==> src/design/trrq_pkg.sv <==
// Package for the three-level random ready queue.
// Holds the beat structs, command, status and list codes.
// No dependencies.
`timescale 1ns / 1ps
`default_nettype none

package trrq_pkg;

    localparam int PID_W  = 5;
    localparam int PRIO_W = 7;
    localparam int CFG_W  = 7;

    // command codes
    localparam logic [1:0] CMD_ENQUEUE = 2'd0;
    localparam logic [1:0] CMD_REMOVE  = 2'd1;
    localparam logic [1:0] CMD_SELECT  = 2'd2;

    // status codes
    localparam logic [2:0] ST_CHOSEN    = 3'd0;
    localparam logic [2:0] ST_RETRY     = 3'd1;
    localparam logic [2:0] ST_KEEP      = 3'd2;
    localparam logic [2:0] ST_RUN_NULL  = 3'd3;
    localparam logic [2:0] ST_ENQUEUED  = 3'd4;
    localparam logic [2:0] ST_REFUSED   = 3'd5;
    localparam logic [2:0] ST_REMOVED   = 3'd6;
    localparam logic [2:0] ST_NOT_FOUND = 3'd7;

    // list codes
    localparam logic [1:0] LIST_HIGH = 2'd0;
    localparam logic [1:0] LIST_MED  = 2'd1;
    localparam logic [1:0] LIST_LOW  = 2'd2;
    localparam int LIST_COUNT = 3;

    // configuration register indexes
    localparam logic [1:0] REG_MEDIUM_FLOOR      = 2'd0;
    localparam logic [1:0] REG_HIGH_FLOOR        = 2'd1;
    localparam logic [1:0] REG_HIGH_DRAW_LIMIT   = 2'd2;
    localparam logic [1:0] REG_MEDIUM_DRAW_LIMIT = 2'd3;

    typedef struct packed {
        logic [1:0]        command;
        logic [PID_W-1:0]  proc_id;
        logic [PRIO_W-1:0] priority_req;
        logic [6:0]        draw_value;
        logic              current_running;
    } t_in_beat;

    typedef struct packed {
        logic [2:0]       status;
        logic [PID_W-1:0] chosen_id;
    } t_out_beat;

    // one command handed to the list store, lists already chosen
    typedef struct packed {
        logic             valid;
        logic [1:0]       command;
        logic [PID_W-1:0] proc_id;
        logic [1:0]       prio_list;
        logic [1:0]       draw_list;
        logic             running;
    } t_lst_req;

endpackage : trrq_pkg

`default_nettype wire

==> src/design/trrq_lists.sv <==
// List store: per-process links, per-list head and tail, and the result register.
// Depends on trrq_pkg.
`timescale 1ns / 1ps
`default_nettype none

module trrq_lists #(
    parameter int PROC_COUNT = 32
) (
    input  wire logic                i_clk,
    input  wire logic                i_rst_n,
    input  wire trrq_pkg::t_lst_req  i_req,
    output logic                     o_done,
    output trrq_pkg::t_out_beat      o_rsp
);
    import trrq_pkg::*;

    localparam int LW = $clog2(PROC_COUNT + 1);
    localparam int IW = (PROC_COUNT > 1) ? $clog2(PROC_COUNT) : 1;
    localparam logic [LW-1:0] SENT = LW'(PROC_COUNT);

    logic [LW-1:0] r_nxt [PROC_COUNT];
    logic [LW-1:0] r_prv [PROC_COUNT];
    logic [1:0]    r_list [PROC_COUNT];
    logic [PROC_COUNT-1:0] r_valid, n_valid;
    logic [LW-1:0] r_head [LIST_COUNT];
    logic [LW-1:0] r_tail [LIST_COUNT];
    logic [LW-1:0] n_head [LIST_COUNT];
    logic [LW-1:0] n_tail [LIST_COUNT];
    logic          r_done, n_done;
    t_out_beat     r_rsp, n_rsp;

    logic          pid_ok;
    logic [LW-1:0] pid_node;
    logic [1:0]    op_list;
    logic [LW-1:0] node;
    logic [LW-1:0] lnk_a, lnk_b, last;
    logic          do_app, do_rem;
    logic          all_empty;
    logic          nxt_we, prv_we;
    logic [LW-1:0] nxt_wa, nxt_wd, prv_wa, prv_wd;

    always_comb begin
        pid_ok    = (i_req.proc_id != '0) && (int'(i_req.proc_id) < PROC_COUNT);
        pid_node  = LW'(i_req.proc_id);
        op_list   = (i_req.command == CMD_SELECT) ? i_req.draw_list : i_req.prio_list;
        all_empty = (r_head[0] == SENT) && (r_head[1] == SENT) && (r_head[2] == SENT);
        node      = (i_req.command == CMD_SELECT) ? r_head[op_list] : pid_node;
        // a head or tail node takes the sentinel as its neighbor on that side
        lnk_a     = (node == r_head[op_list]) ? SENT : r_prv[node[IW-1:0]];
        lnk_b     = (node == r_tail[op_list]) ? SENT : r_nxt[node[IW-1:0]];
        last      = r_tail[op_list];

        do_app  = 1'b0;
        do_rem  = 1'b0;
        n_done  = 1'b0;
        n_rsp   = r_rsp;
        if (i_req.valid) begin
            case (i_req.command)
                CMD_ENQUEUE: begin
                    n_done = 1'b1;
                    n_rsp.chosen_id = i_req.proc_id;
                    if (pid_ok && !r_valid[pid_node[IW-1:0]]) begin
                        do_app = 1'b1;
                        n_rsp.status = ST_ENQUEUED;
                    end else begin
                        n_rsp.status = ST_REFUSED;
                    end
                end
                CMD_REMOVE: begin
                    n_done = 1'b1;
                    n_rsp.chosen_id = i_req.proc_id;
                    if (pid_ok && r_valid[pid_node[IW-1:0]]
                        && r_list[pid_node[IW-1:0]] == op_list) begin
                        do_rem = 1'b1;
                        n_rsp.status = ST_REMOVED;
                    end else begin
                        n_rsp.status = ST_NOT_FOUND;
                    end
                end
                CMD_SELECT: begin
                    n_done = 1'b1;
                    n_rsp.chosen_id = '0;
                    if (all_empty) begin
                        n_rsp.status = i_req.running ? ST_KEEP : ST_RUN_NULL;
                    end else if (r_head[op_list] == SENT) begin
                        n_rsp.status = ST_RETRY;
                    end else begin
                        do_rem = 1'b1;
                        n_rsp.status = ST_CHOSEN;
                        n_rsp.chosen_id = PID_W'(node);
                    end
                end
                default: begin
                end
            endcase
        end

        n_valid = r_valid;
        for (int l = 0; l < LIST_COUNT; l++) begin
            n_head[l] = r_head[l];
            n_tail[l] = r_tail[l];
        end
        nxt_we = 1'b0;
        prv_we = 1'b0;
        nxt_wa = lnk_a;
        nxt_wd = lnk_b;
        prv_wa = lnk_b;
        prv_wd = lnk_a;
        if (do_rem) begin
            // unlink: splice the neighbors together
            n_valid[node[IW-1:0]] = 1'b0;
            if (lnk_a == SENT) n_head[op_list] = lnk_b;
            else               nxt_we = 1'b1;
            if (lnk_b == SENT) n_tail[op_list] = lnk_a;
            else               prv_we = 1'b1;
        end else if (do_app) begin
            // append after the current tail
            n_valid[node[IW-1:0]] = 1'b1;
            n_tail[op_list] = node;
            prv_we = 1'b1;
            prv_wa = node;
            prv_wd = last;
            if (last == SENT) begin
                n_head[op_list] = node;
            end else begin
                nxt_we = 1'b1;
                nxt_wa = last;
                nxt_wd = node;
            end
        end
    end

    always_ff @(posedge i_clk) begin
        if (!i_rst_n) begin
            r_valid <= '0;
            r_done  <= 1'b0;
            for (int l = 0; l < LIST_COUNT; l++) begin
                r_head[l] <= SENT;
                r_tail[l] <= SENT;
            end
        end else begin
            r_valid <= n_valid;
            r_done  <= n_done;
            for (int l = 0; l < LIST_COUNT; l++) begin
                r_head[l] <= n_head[l];
                r_tail[l] <= n_tail[l];
            end
        end
    end

    always_ff @(posedge i_clk) begin
        r_rsp <= n_rsp;
        if (nxt_we) r_nxt[nxt_wa[IW-1:0]] <= nxt_wd;
        if (prv_we) r_prv[prv_wa[IW-1:0]] <= prv_wd;
        if (do_app) r_list[node[IW-1:0]] <= op_list;
    end

    assign o_done = r_done;
    assign o_rsp  = r_rsp;

endmodule : trrq_lists

`default_nettype wire

==> src/design/three_level_random_ready_queue.sv <==
// Top level of the three-level random ready queue.
// Holds the APB registers, the command register and the list choice.
// Depends on trrq_pkg and trrq_lists.
//
//   channel   | signals                         | handshake
//   ----------+---------------------------------+------------------------------
//   command   | i_start, o_busy, i_req          | beat taken when start & !busy
//   result    | o_done, o_rsp                   | one-cycle strobe, no stall
//   config    | psel penable pwrite paddr       | write at access with pready
//             | pwdata prdata pready            |
//
// A command's result passes from the command register, which feeds the list store's
// link logic, into the result register. A new command is accepted every cycle; o_busy
// stays low.
// Reset empties all three lists at once (head and tail registers plus valid
// bits), so no clearing pass is needed. The receiver cannot stall results.
`timescale 1ns / 1ps
`default_nettype none

module three_level_random_ready_queue #(
    parameter int PROC_COUNT = 32
) (
    input  wire logic                i_clk,
    input  wire logic                i_rst_n,
    input  wire logic                i_start,
    output logic                     o_busy,
    input  wire trrq_pkg::t_in_beat  i_req,
    output logic                     o_done,
    output trrq_pkg::t_out_beat      o_rsp,
    input  wire logic                psel,
    input  wire logic                penable,
    input  wire logic                pwrite,
    input  wire logic [3:0]          paddr,
    input  wire logic [31:0]         pwdata,
    output logic [31:0]              prdata,
    output logic                     pready
);
    import trrq_pkg::*;

    logic [CFG_W-1:0] r_medium_floor, r_high_floor;
    logic [CFG_W-1:0] r_high_draw_limit, r_medium_draw_limit;
    logic             cfg_wr;

    logic             r_cmd_vld;
    t_in_beat         r_cmd;
    t_lst_req         lst_req;

    assign pready = 1'b1;
    assign o_busy = 1'b0;
    assign cfg_wr = psel && penable && pwrite;

    // configuration registers
    always_ff @(posedge i_clk) begin
        if (!i_rst_n) begin
            r_medium_floor      <= CFG_W'(33);
            r_high_floor        <= CFG_W'(63);
            r_high_draw_limit   <= CFG_W'(70);
            r_medium_draw_limit <= CFG_W'(90);
        end else if (cfg_wr) begin
            unique case (paddr[3:2])
                REG_MEDIUM_FLOOR:      r_medium_floor      <= pwdata[CFG_W-1:0];
                REG_HIGH_FLOOR:        r_high_floor        <= pwdata[CFG_W-1:0];
                REG_HIGH_DRAW_LIMIT:   r_high_draw_limit   <= pwdata[CFG_W-1:0];
                REG_MEDIUM_DRAW_LIMIT: r_medium_draw_limit <= pwdata[CFG_W-1:0];
                default: begin
                end
            endcase
        end
    end

    always_comb begin
        prdata = '0;
        unique case (paddr[3:2])
            REG_MEDIUM_FLOOR:      prdata[CFG_W-1:0] = r_medium_floor;
            REG_HIGH_FLOOR:        prdata[CFG_W-1:0] = r_high_floor;
            REG_HIGH_DRAW_LIMIT:   prdata[CFG_W-1:0] = r_high_draw_limit;
            REG_MEDIUM_DRAW_LIMIT: prdata[CFG_W-1:0] = r_medium_draw_limit;
            default: prdata = '0;
        endcase
    end

    // register that a command beat was accepted
    always_ff @(posedge i_clk) begin
        if (!i_rst_n) begin
            r_cmd_vld <= 1'b0;
        end else begin
            r_cmd_vld <= i_start && !o_busy;
        end
    end

    always_ff @(posedge i_clk) begin
        if (i_start && !o_busy) r_cmd <= i_req;
    end

    // choose lists: high floor wins when the floors cross
    always_comb begin
        lst_req.valid   = r_cmd_vld;
        lst_req.command = r_cmd.command;
        lst_req.proc_id = r_cmd.proc_id;
        lst_req.running = r_cmd.current_running;
        if (r_cmd.priority_req >= r_high_floor)        lst_req.prio_list = LIST_HIGH;
        else if (r_cmd.priority_req >= r_medium_floor) lst_req.prio_list = LIST_MED;
        else                                           lst_req.prio_list = LIST_LOW;
        if (r_cmd.draw_value < r_high_draw_limit)        lst_req.draw_list = LIST_HIGH;
        else if (r_cmd.draw_value < r_medium_draw_limit) lst_req.draw_list = LIST_MED;
        else                                             lst_req.draw_list = LIST_LOW;
    end

    trrq_lists #(
        .PROC_COUNT(PROC_COUNT)
    ) u_lists (
        .i_clk   (i_clk),
        .i_rst_n (i_rst_n),
        .i_req   (lst_req),
        .o_done  (o_done),
        .o_rsp   (o_rsp)
    );

endmodule : three_level_random_ready_queue

`default_nettype wire
==> config.mk <==
export PLATFORM = sky130hd
export DESIGN_NAME = three_level_random_ready_queue
export DESIGN_NICKNAME = d
export VERILOG_FILES = /design/src/design/trrq_pkg.sv /design/src/design/trrq_lists.sv /design/src/design/three_level_random_ready_queue.sv
export SDC_FILE = /design/constraint.sdc
export NUM_CORES = 1
export LEC_CHECK = 0
export BUFFER_PORTS_ARGS = -buffer_cell sky130_fd_sc_hd__clkbuf_2
export CAP_MARGIN = 20
export CELL_PAD_IN_SITES_DETAIL_PLACEMENT = 1
export CELL_PAD_IN_SITES_GLOBAL_PLACEMENT = 1
export CORE_ASPECT_RATIO = 1.2
export CORE_MARGIN = 5
export CORE_UTILIZATION = 30
export DETAILED_ROUTE_END_ITERATION = 8
export GPL_TIMING_DRIVEN = 0
export PLACE_DENSITY = 0.57
export SLEW_MARGIN = 20
export SYNTH_ARGS = -nofsm -noshare
export SYNTH_HDL_FRONTEND = slang
export SYNTH_SLANG_ARGS = --single-unit
==> constraint.sdc <==
create_clock -name i_clk -period 15.6 [get_ports i_clk]
set_input_delay 1.56 -clock i_clk [delete_from_list [all_inputs] [get_ports i_clk]]
set_output_delay 1.56 -clock i_clk [all_outputs]
set_load 0.01 [all_outputs]
# [Word level (Yosys, flattened, before mapping)]
# Memory sizes are Yosys's and may differ from the RTL's. A register that Yosys moved wholly into a read port is not among the register bits.
# Cells that the tools add are included.
[classes] magnitude_cmp=9 n_eq_ne=15 n_mux=76 bitwise_logic=10 n_reduce_logical=22
[ops] operator="two-way mux 18 bit" n=7
[ops] operator="two-way mux 6 bit" n=15
[ops] operator="bitwise mux 18 bit" n=4
[ops] operator="two-way mux 32 bit" n=2
[ops] operator="== test 6 bit, second input constant" n=7
[ops] operator="two-way mux 5 bit" n=8
[ops] operator="AND 32 bit" n=1
[ops] operator="inverter 32 bit" n=1
[ops] operator="OR 32 bit" n=1
[ops] operator="two-way mux 1 bit" n=28
[ops] operator="one-hot mux 7 bit (4 select lines)" n=1
[ops] operator="one-hot mux 8 bit (3 select lines)" n=1
[ops] operator="greater-or-equal comparator 7 bit" n=2
[ops] operator="< comparator 7 bit" n=2
[ops] operator="demux 6 bit (select 2 bit)" n=1
[ops] operator="== test 6 bit" n=2
[ops] operator="< comparator 5 x 6 -> 1 bit, second input constant" n=2
[ops] operator="AND reduction 2 bit" n=6
[ops] operator="two-way mux 2 bit" n=5
[ops] operator="logical AND 1 bit" n=9
[ops] operator="== test 2 bit, second input constant" n=3
[ops] operator="OR 1 bit" n=6
[ops] operator="binary-select mux 1 bit (select 5 bit)" n=1
[ops] operator="demux 1 bit (select 5 bit)" n=1
[ops] operator="14 further kinds" n=16
[word_totals] reg_bits=92 mem_bits_rw=484 out_inout_bits=43 elab_cells=151 memories=5
[mem_list] memory="u_lists.r_nxt" depth=32 width=6 read_ports=1 rd_clocked_by_memory_dff=0 write_ports=1 line_no="trrq_lists.sv:21" rtl="logic [LW-1:0] r_nxt [PROC_COUNT];"
[mem_list] memory="u_lists.r_prv" depth=32 width=6 read_ports=1 rd_clocked_by_memory_dff=0 write_ports=1 line_no="trrq_lists.sv:22" rtl="logic [LW-1:0] r_prv [PROC_COUNT];"
[mem_list] memory="u_lists.r_list" depth=32 width=2 read_ports=1 rd_clocked_by_memory_dff=1 write_ports=1 line_no="trrq_lists.sv:23" rtl="logic [1:0] r_list [PROC_COUNT];"
[mem_list] memory="u_lists.r_head" depth=3 width=6 read_ports=4 rd_clocked_by_memory_dff=0 write_ports=3 line_no="trrq_lists.sv:25" rtl="logic [LW-1:0] r_head [LIST_COUNT];"
[mem_list] memory="u_lists.r_tail" depth=3 width=6 read_ports=4 rd_clocked_by_memory_dff=0 write_ports=3 line_no="trrq_lists.sv:26" rtl="logic [LW-1:0] r_tail [LIST_COUNT];"

# [Logic depth before layout (Yosys ltp)]
[logic_depth] word_depth=14 depth_mapped=23 depth_no_buf=16

# [Cells and area by module]
# Synthesis repeated with hierarchy kept, for this count alone.
[hier_totals] hier_cells=2022 area_unflattened_um2=25979.9
[by_module_without_submodules] module="trrq_lists" n_inst=1 cells_each=1769 area_per_inst_um2=23214.8 seq_area_each_um2=15074.5
[by_module_without_submodules] module="three_level_random_ready_queue" n_inst=1 cells_each=253 area_per_inst_um2=2765.2 seq_area_each_um2=1241.2

# [Worst setup path before layout]
# OpenSTA, ideal clock, no wires.
[synth_timing] kind="reg-to-reg" start="register r_cmd[3] (netlist bit)" end="memory u_lists.r_nxt[0][1] (netlist bit) (data pin)" setup_time_ps=454 arrival_ps=4771 required_ps=15146 slack_ps=10374 stages_incl_launch_ff=18 path_buffers=4 period_less_slack_ps=5226 path_cell_list="edfxtp_1 ha_1 a21o_1 a31oi_1 o21a_2 a2bb2oi_4 inv_2 buf_6 o2bb2ai_1 nor2_1 buf_4 buf_2 clkbuf_1 nand2_1 a31o_2 a211oi_1 nand3_1 o21ai_0"
[synth_between] elab_chain_len=11 word_cells_on_any_way=23 classes_between="order compare: 2; eq/ne: 4; mux: 13; reduce/logical: 1; memory: 3"
[synth_rtl] item="from (decl)" line_no="three_level_random_ready_queue.sv:45" rtl="t_in_beat r_cmd;"
[synth_rtl] item="from (signal assigned)" line_no="three_level_random_ready_queue.sv:92" rtl="if (i_start && !o_busy) r_cmd <= i_req;"
[synth_rtl] item="< comparator 7 bit" line_no="three_level_random_ready_queue.sv:105" rtl="else if (r_cmd.draw_value < r_medium_draw_limit) lst_req.draw_list = LIST_MED;"
[synth_rtl] item="two-way mux 2 bit" line_no="three_level_random_ready_queue.sv:105"
[synth_rtl] item="two-way mux 2 bit *" line_no="three_level_random_ready_queue.sv:104" rtl="if (r_cmd.draw_value < r_high_draw_limit) lst_req.draw_list = LIST_HIGH;"
[synth_rtl] item="two-way mux 2 bit *" line_no="trrq_lists.sv:45" rtl="op_list = (i_req.command == CMD_SELECT) ? i_req.draw_list : i_req.prio_list;"
[synth_rtl] item="named net u_lists.op_list[0]" line_no="trrq_lists.sv:34" rtl="logic [1:0] op_list;"
[synth_rtl] item="memory read (3 x 6 bit)"
[synth_rtl] item="two-way mux 6 bit / == test 6 bit (equally long branches)" line_no="trrq_lists.sv:47, trrq_lists.sv:85"
[synth_rtl] item="memory read (32 x 6 bit) (tied with other cells)"
[synth_rtl] item="two-way mux 6 bit / two-way mux 1 bit (equally long branches)" line_no="trrq_lists.sv:50, trrq_lists.sv:83"
[synth_rtl] item="two-way mux 6 bit / one-hot mux 1 bit (2 select lines) (equally long branches)" line_no="trrq_lists.sv:123, trrq_lists.sv:58"
[synth_rtl] item="two-way mux 6 bit / two-way mux 1 bit (equally long branches)" line_no="trrq_lists.sv:116, trrq_lists.sv:57"
[synth_rtl] item="two-way mux 6 bit *" line_no="trrq_lists.sv:109" rtl="if (do_rem) begin"
[synth_rtl] item="named net u_lists.nxt_wd[1]" line_no="trrq_lists.sv:40" rtl="logic [LW-1:0] nxt_wa, nxt_wd, prv_wa, prv_wd;"
[synth_rtl] item="to (decl)" line_no="trrq_lists.sv:21"
# The timed path passes the listed nets; every way through them passes the cells marked *.

# [Worst setup path after layout]
[layout_timing] start="register r_cmd (netlist bit lst_req[10])" end="memory u_lists.r_nxt[4][1] (netlist bit) (enable)"
[layout_between] elab_chain_len=11 word_cells_on_any_way=31 classes_between="eq/ne: 7; mux: 19; reduce/logical: 2; memory: 3"
[layout_rtl] item="== test 2 bit *" line_no="trrq_lists.sv:45"
[layout_rtl] item="two-way mux 2 bit *" line_no="trrq_lists.sv:45"
[layout_rtl] item="named net u_lists.op_list[1]" line_no="trrq_lists.sv:34"
[layout_rtl] item="memory read (3 x 6 bit)"
[layout_rtl] item="two-way mux 6 bit / == test 6 bit (equally long branches)" line_no="trrq_lists.sv:47, trrq_lists.sv:85"
[layout_rtl] item="memory read (32 x 6 bit) (tied with other cells)"
[layout_rtl] item="two-way mux 6 bit / two-way mux 1 bit (equally long branches)" line_no="trrq_lists.sv:49, trrq_lists.sv:83"
[layout_rtl] item="== test 6 bit / one-hot mux 1 bit (2 select lines) (equally long branches)" line_no="trrq_lists.sv:112, trrq_lists.sv:58"
[layout_rtl] item="two-way mux 1 bit (on tied branches)" line_no="trrq_lists.sv:112, trrq_lists.sv:57"
[layout_rtl] item="two-way mux 1 bit" line_no="trrq_lists.sv:109"
[layout_rtl] item="two-way mux 1 bit" line_no="trrq_lists.sv:153" rtl="if (nxt_we) r_nxt[nxt_wa[IW-1:0]] <= nxt_wd;"
[layout_rtl] item="two-way mux 1 bit (implied by the code)" line_no="trrq_lists.sv:153"
# Marked as above.

==> out/metrics.yaml <==
yosys:
  ys_ff_latch: 581
  yosysWarnings: 0
  yosysSeqAreaShare: 0.635
  synth_edf_count: 478
  synth_top_area_cell: "edfxtp_1"
  syn_inst: 1963
  synth_area_leaders: "edfxtp_1, dfxtp_1, mux4_2, nand2_1, mux2i_1"
  syn-cell-area_um2: 25900
  ys.flop_type: "edfxtp_1"
  synthArstFlopShare: 0
  syn_area_per_cell_um2: 13.2
  yosysUniqueCellTypes: 97
  synth_top_cell_area_share: 0.555
place:
  place_inst: 3195
  pre_cts_ws_ns: 7.56
  hpwl_um: 70000
  dpl_cell_area_um2: 28200
  numPortBuffers: 49
  gp_congestion: 0.923
cts:
  h-tree-depth: 2
  postCtsHoldBufs: 0
  cts_buffer_depth: 3
  cts_setup_buffers: 0
  ctsResizeCount: 0
  cts_sinks: 581
  cts_buffers: 61
  clkLatencyLatePin_ns: 0.66
  root_buffer: "clkbuf_16"
  clk_pin_slew_ns: 0.06
  cts_tree: "built"
worst_setup_path:
  path_cells: "inv_1 > ha_1 > and3_1 > nand3_1 > o21ai_2 > a2bb2oi_4 > inv_2 > a221oi_4 > nor2_2 > buf_2 > buf_2 > buf_2 > mux4_2 > a221oi_1 > nand4_1 > nand2_2 > o311ai_2 > buf_4 > nor3b_1"
  path_buf_inv: 6
  crit_family: "buffers and inverters"
  crit_top_cell: "buf_2"
  crit_type: "reg -> reg"
  worstPathArrival_ns: 8.39
  critPathLaunchType: "register"
  cpMaxStageDelayCell: "nor3b_1"
  cp_slowest_stage_delay_ns: 0.86
  cp_max_fo: 40
  end_kind: "register"
  crit_path_start: "lst_req[10]"
  reg2reg_from: "lst_req[10]"
  worstPathRequired_ns: 15.87
sta:
  setup_tns_ns: 0
  tightest_slew_ns: 1.16
  fin_crit_ns: 8.12
  timing.fmax_ghz: 0.123
  hold_viol: 0
  timing.hold.ws_ns: 0.470
  rsz0062_at_grt: "false"
  skew_ns: 0.0356
  relSlewSlack: 0.229
  fin_crit_sh: 0.521
  drv_slew: 0
  setup_slack_ns: 7.48
  setup_viol: 0
layout:
  stdcell_area_um2: 30200
  area_growth_pct: 16.7
  stdcell_count: 3311
  nNetsFinal: 2212
  drive_gt1_frac: 0.187
  antenna_cells: 0
min_path:
  hp-start: "u_lists.r_tail[2][3]"
  hp-class: "reg -> reg"
die:
  rows: 118
  design.portCount: 107
  die_x_um: 278
  dieHeight_um: 332
  core_area_um2: 85900
  fp.dieArea_um2: 92200
  start_util: 0.301
routing:
  postRouteWirelength_um: 98200
  dr_total_vias: 18250
  wire_per_inst_um: 29.7
  dr.pass1.iters: 5
  first_iter_violations: 1745
  avgViaCountPerCell: 5.51
  drc: 0
  ant_nets: 0
global_route:
  grt_antenna_before_repair: 3
  grt_usage: 0.205
  grt_pass1_vias: 19273
  grt_max_degree: 42
  grt_pass1_wl_um: 139000
  grt_remaining_overflow: 0
power:
  cellLeakagePower_nw: 10.4
  peakVddDrop_v: 0.0000969
  p_per_area_nw_per_um2: 136
job:
  cap_violations: 0
outcome:
  outcome: "completed"
## placed cells by master, fill, tap and decap left out, types with 13 or more instances in the layout
| cell type | count |
|---|---|
| nand2_1 | 209 |
| buf_2 | 40 |
| clkbuf_1 | 71 |
| clkbuf_16 | 61 |
| nand3_1 | 72 |
| mux2_2 | 17 |
| nor3_2 | 15 |
| inv_1 | 37 |
| ha_1 | 30 |
| a21oi_1 | 45 |
| nor2_1 | 105 |
| edfxtp_1 | 478 |
| conb_1 | 27 |
| mux2i_1 | 62 |
| a211oi_1 | 80 |
| o221a_2 | 20 |
| nor2b_1 | 22 |
| dfxtp_1 | 103 |
| buf_4 | 48 |
| clkbuf_2 | 50 |
| and3_1 | 91 |
| and2_1 | 14 |
| o21ai_0 | 59 |
| a311oi_1 | 14 |
| a31oi_1 | 31 |
| nand2b_1 | 16 |
| clkinv_2 | 13 |
| mux4_2 | 45 |
| clkinv_1 | 14 |
| nor3_1 | 14 |
## cell usage after synthesis (8+ instances only)
master / number
buf_4: 46
nand2b_1: 16
buf_2: 37
a21oi_1: 45
a31oi_1: 31
o211ai_1: 12
nor3_1: 29
nor2_1: 106
a21o_1: 8
dfxtp_1: 103
clkbuf_1: 60
and2_1: 14
mux2i_1: 64
mux2_2: 17
a311oi_1: 14
nor2b_1: 22
nand4_1: 11
or3_1: 8
o21ai_0: 67
o21ai_1: 9
mux4_2: 45
o221a_2: 20
edfxtp_1: 478
o22ai_1: 8
nand2_1: 209
ha_1: 30
nor3b_1: 13
inv_1: 37
nand3_1: 72
a211oi_1: 80
a31o_2: 10
and3_1: 91
## state kept, by name, summed over array words and instances (netlist names), named ones only
signal	cells
u_lists.r_list	64
u_lists.r_nxt	192
lst_req	8
r_cmd	14
r_cmd_vld	1
u_lists.r_tail	18
u_lists.r_head	18
u_lists.o_done	1
r_high_draw_limit	7
u_lists.r_prv	192
u_lists.o_rsp	8
r_high_floor	7
r_medium_floor	7
r_medium_draw_limit	7
## power breakdown
part           internal, mW  leakage (nW)  switching [mW]
logic                 0.225          4.30           0.604
clock network         0.825         0.961           0.642
registers              1.80          5.16          0.0105
## final timing paths
check,to,slack (ns),cells past startpoint
min,u_lists.r_tail[2][3],0.47,2
max reg2reg,u_lists.r_nxt[4][1],7.48,19
min reg2reg,u_lists.r_tail[2][3],0.47,2
max,u_lists.r_nxt[4][1],7.48,19
## metal layers
metal  global-route usage  share of wire  vias up
li1                     -              -     7839
met1                0.246           0.38     9400
met2                0.353           0.49      797
met3               0.0456          0.073      208
met4               0.0929          0.052        6
met5                    0        0.00042        -
## cell families (layout without fill, tap and decap cells)
family	count (synthesis)	in the layout	share of synthesized area
and+or+nand+nor	628	628	0.121
DFF	581	581	0.635
AOI/OAI and AO/OA	395	395	0.117
buffers and inverters	190	373	0.0372
muxes	131	131	0.0736
adders and majority gates	30	30	0.0145
xor gates and xnor gates	6	6	0.00203
other	2	27	0.000290
## worst register-to-register path, stage by stage (launching register included)
cell	delay, ns
edfxtp_1	0.44
inv_1	0.11
ha_1	0.34
and3_1	0.26
nand3_1	0.12
o21ai_2	0.35
a2bb2oi_4	0.18
inv_2	0.60
a221oi_4	0.29
nor2_2	0.43
buf_2	0.48
buf_2	0.42
buf_2	0.53
mux4_2	0.40
a221oi_1	0.47
nand4_1	0.44
nand2_2	0.36
o311ai_2	0.34
buf_4	0.34
nor3b_1	0.86
## metrics by stage
stage          utilization  power [mW]
2_1_floorplan            -        2.25
3_3_place_gp         0.322        2.58
3_5_place_dp         0.328        2.65
4_1_cts              0.351        4.12
5_1_grt              0.351        4.23
6_report             0.351        4.11
## final cells by class
type / count / area (µm²)
Tap cell: 1140 / 1430
Inverter: 39 / 146
Multi-Input combinational cell: 1217 / 8850
Clock buffer: 74 / 1590
Timing Repair Buffer: 67 / 548
Buffer: 151 / 817
Sequential cell: 581 / 16400
Clock inverter: 42 / 403
Fill cell: 9144 / 55700
No activity file was read; power rests on OpenSTA's default activity.
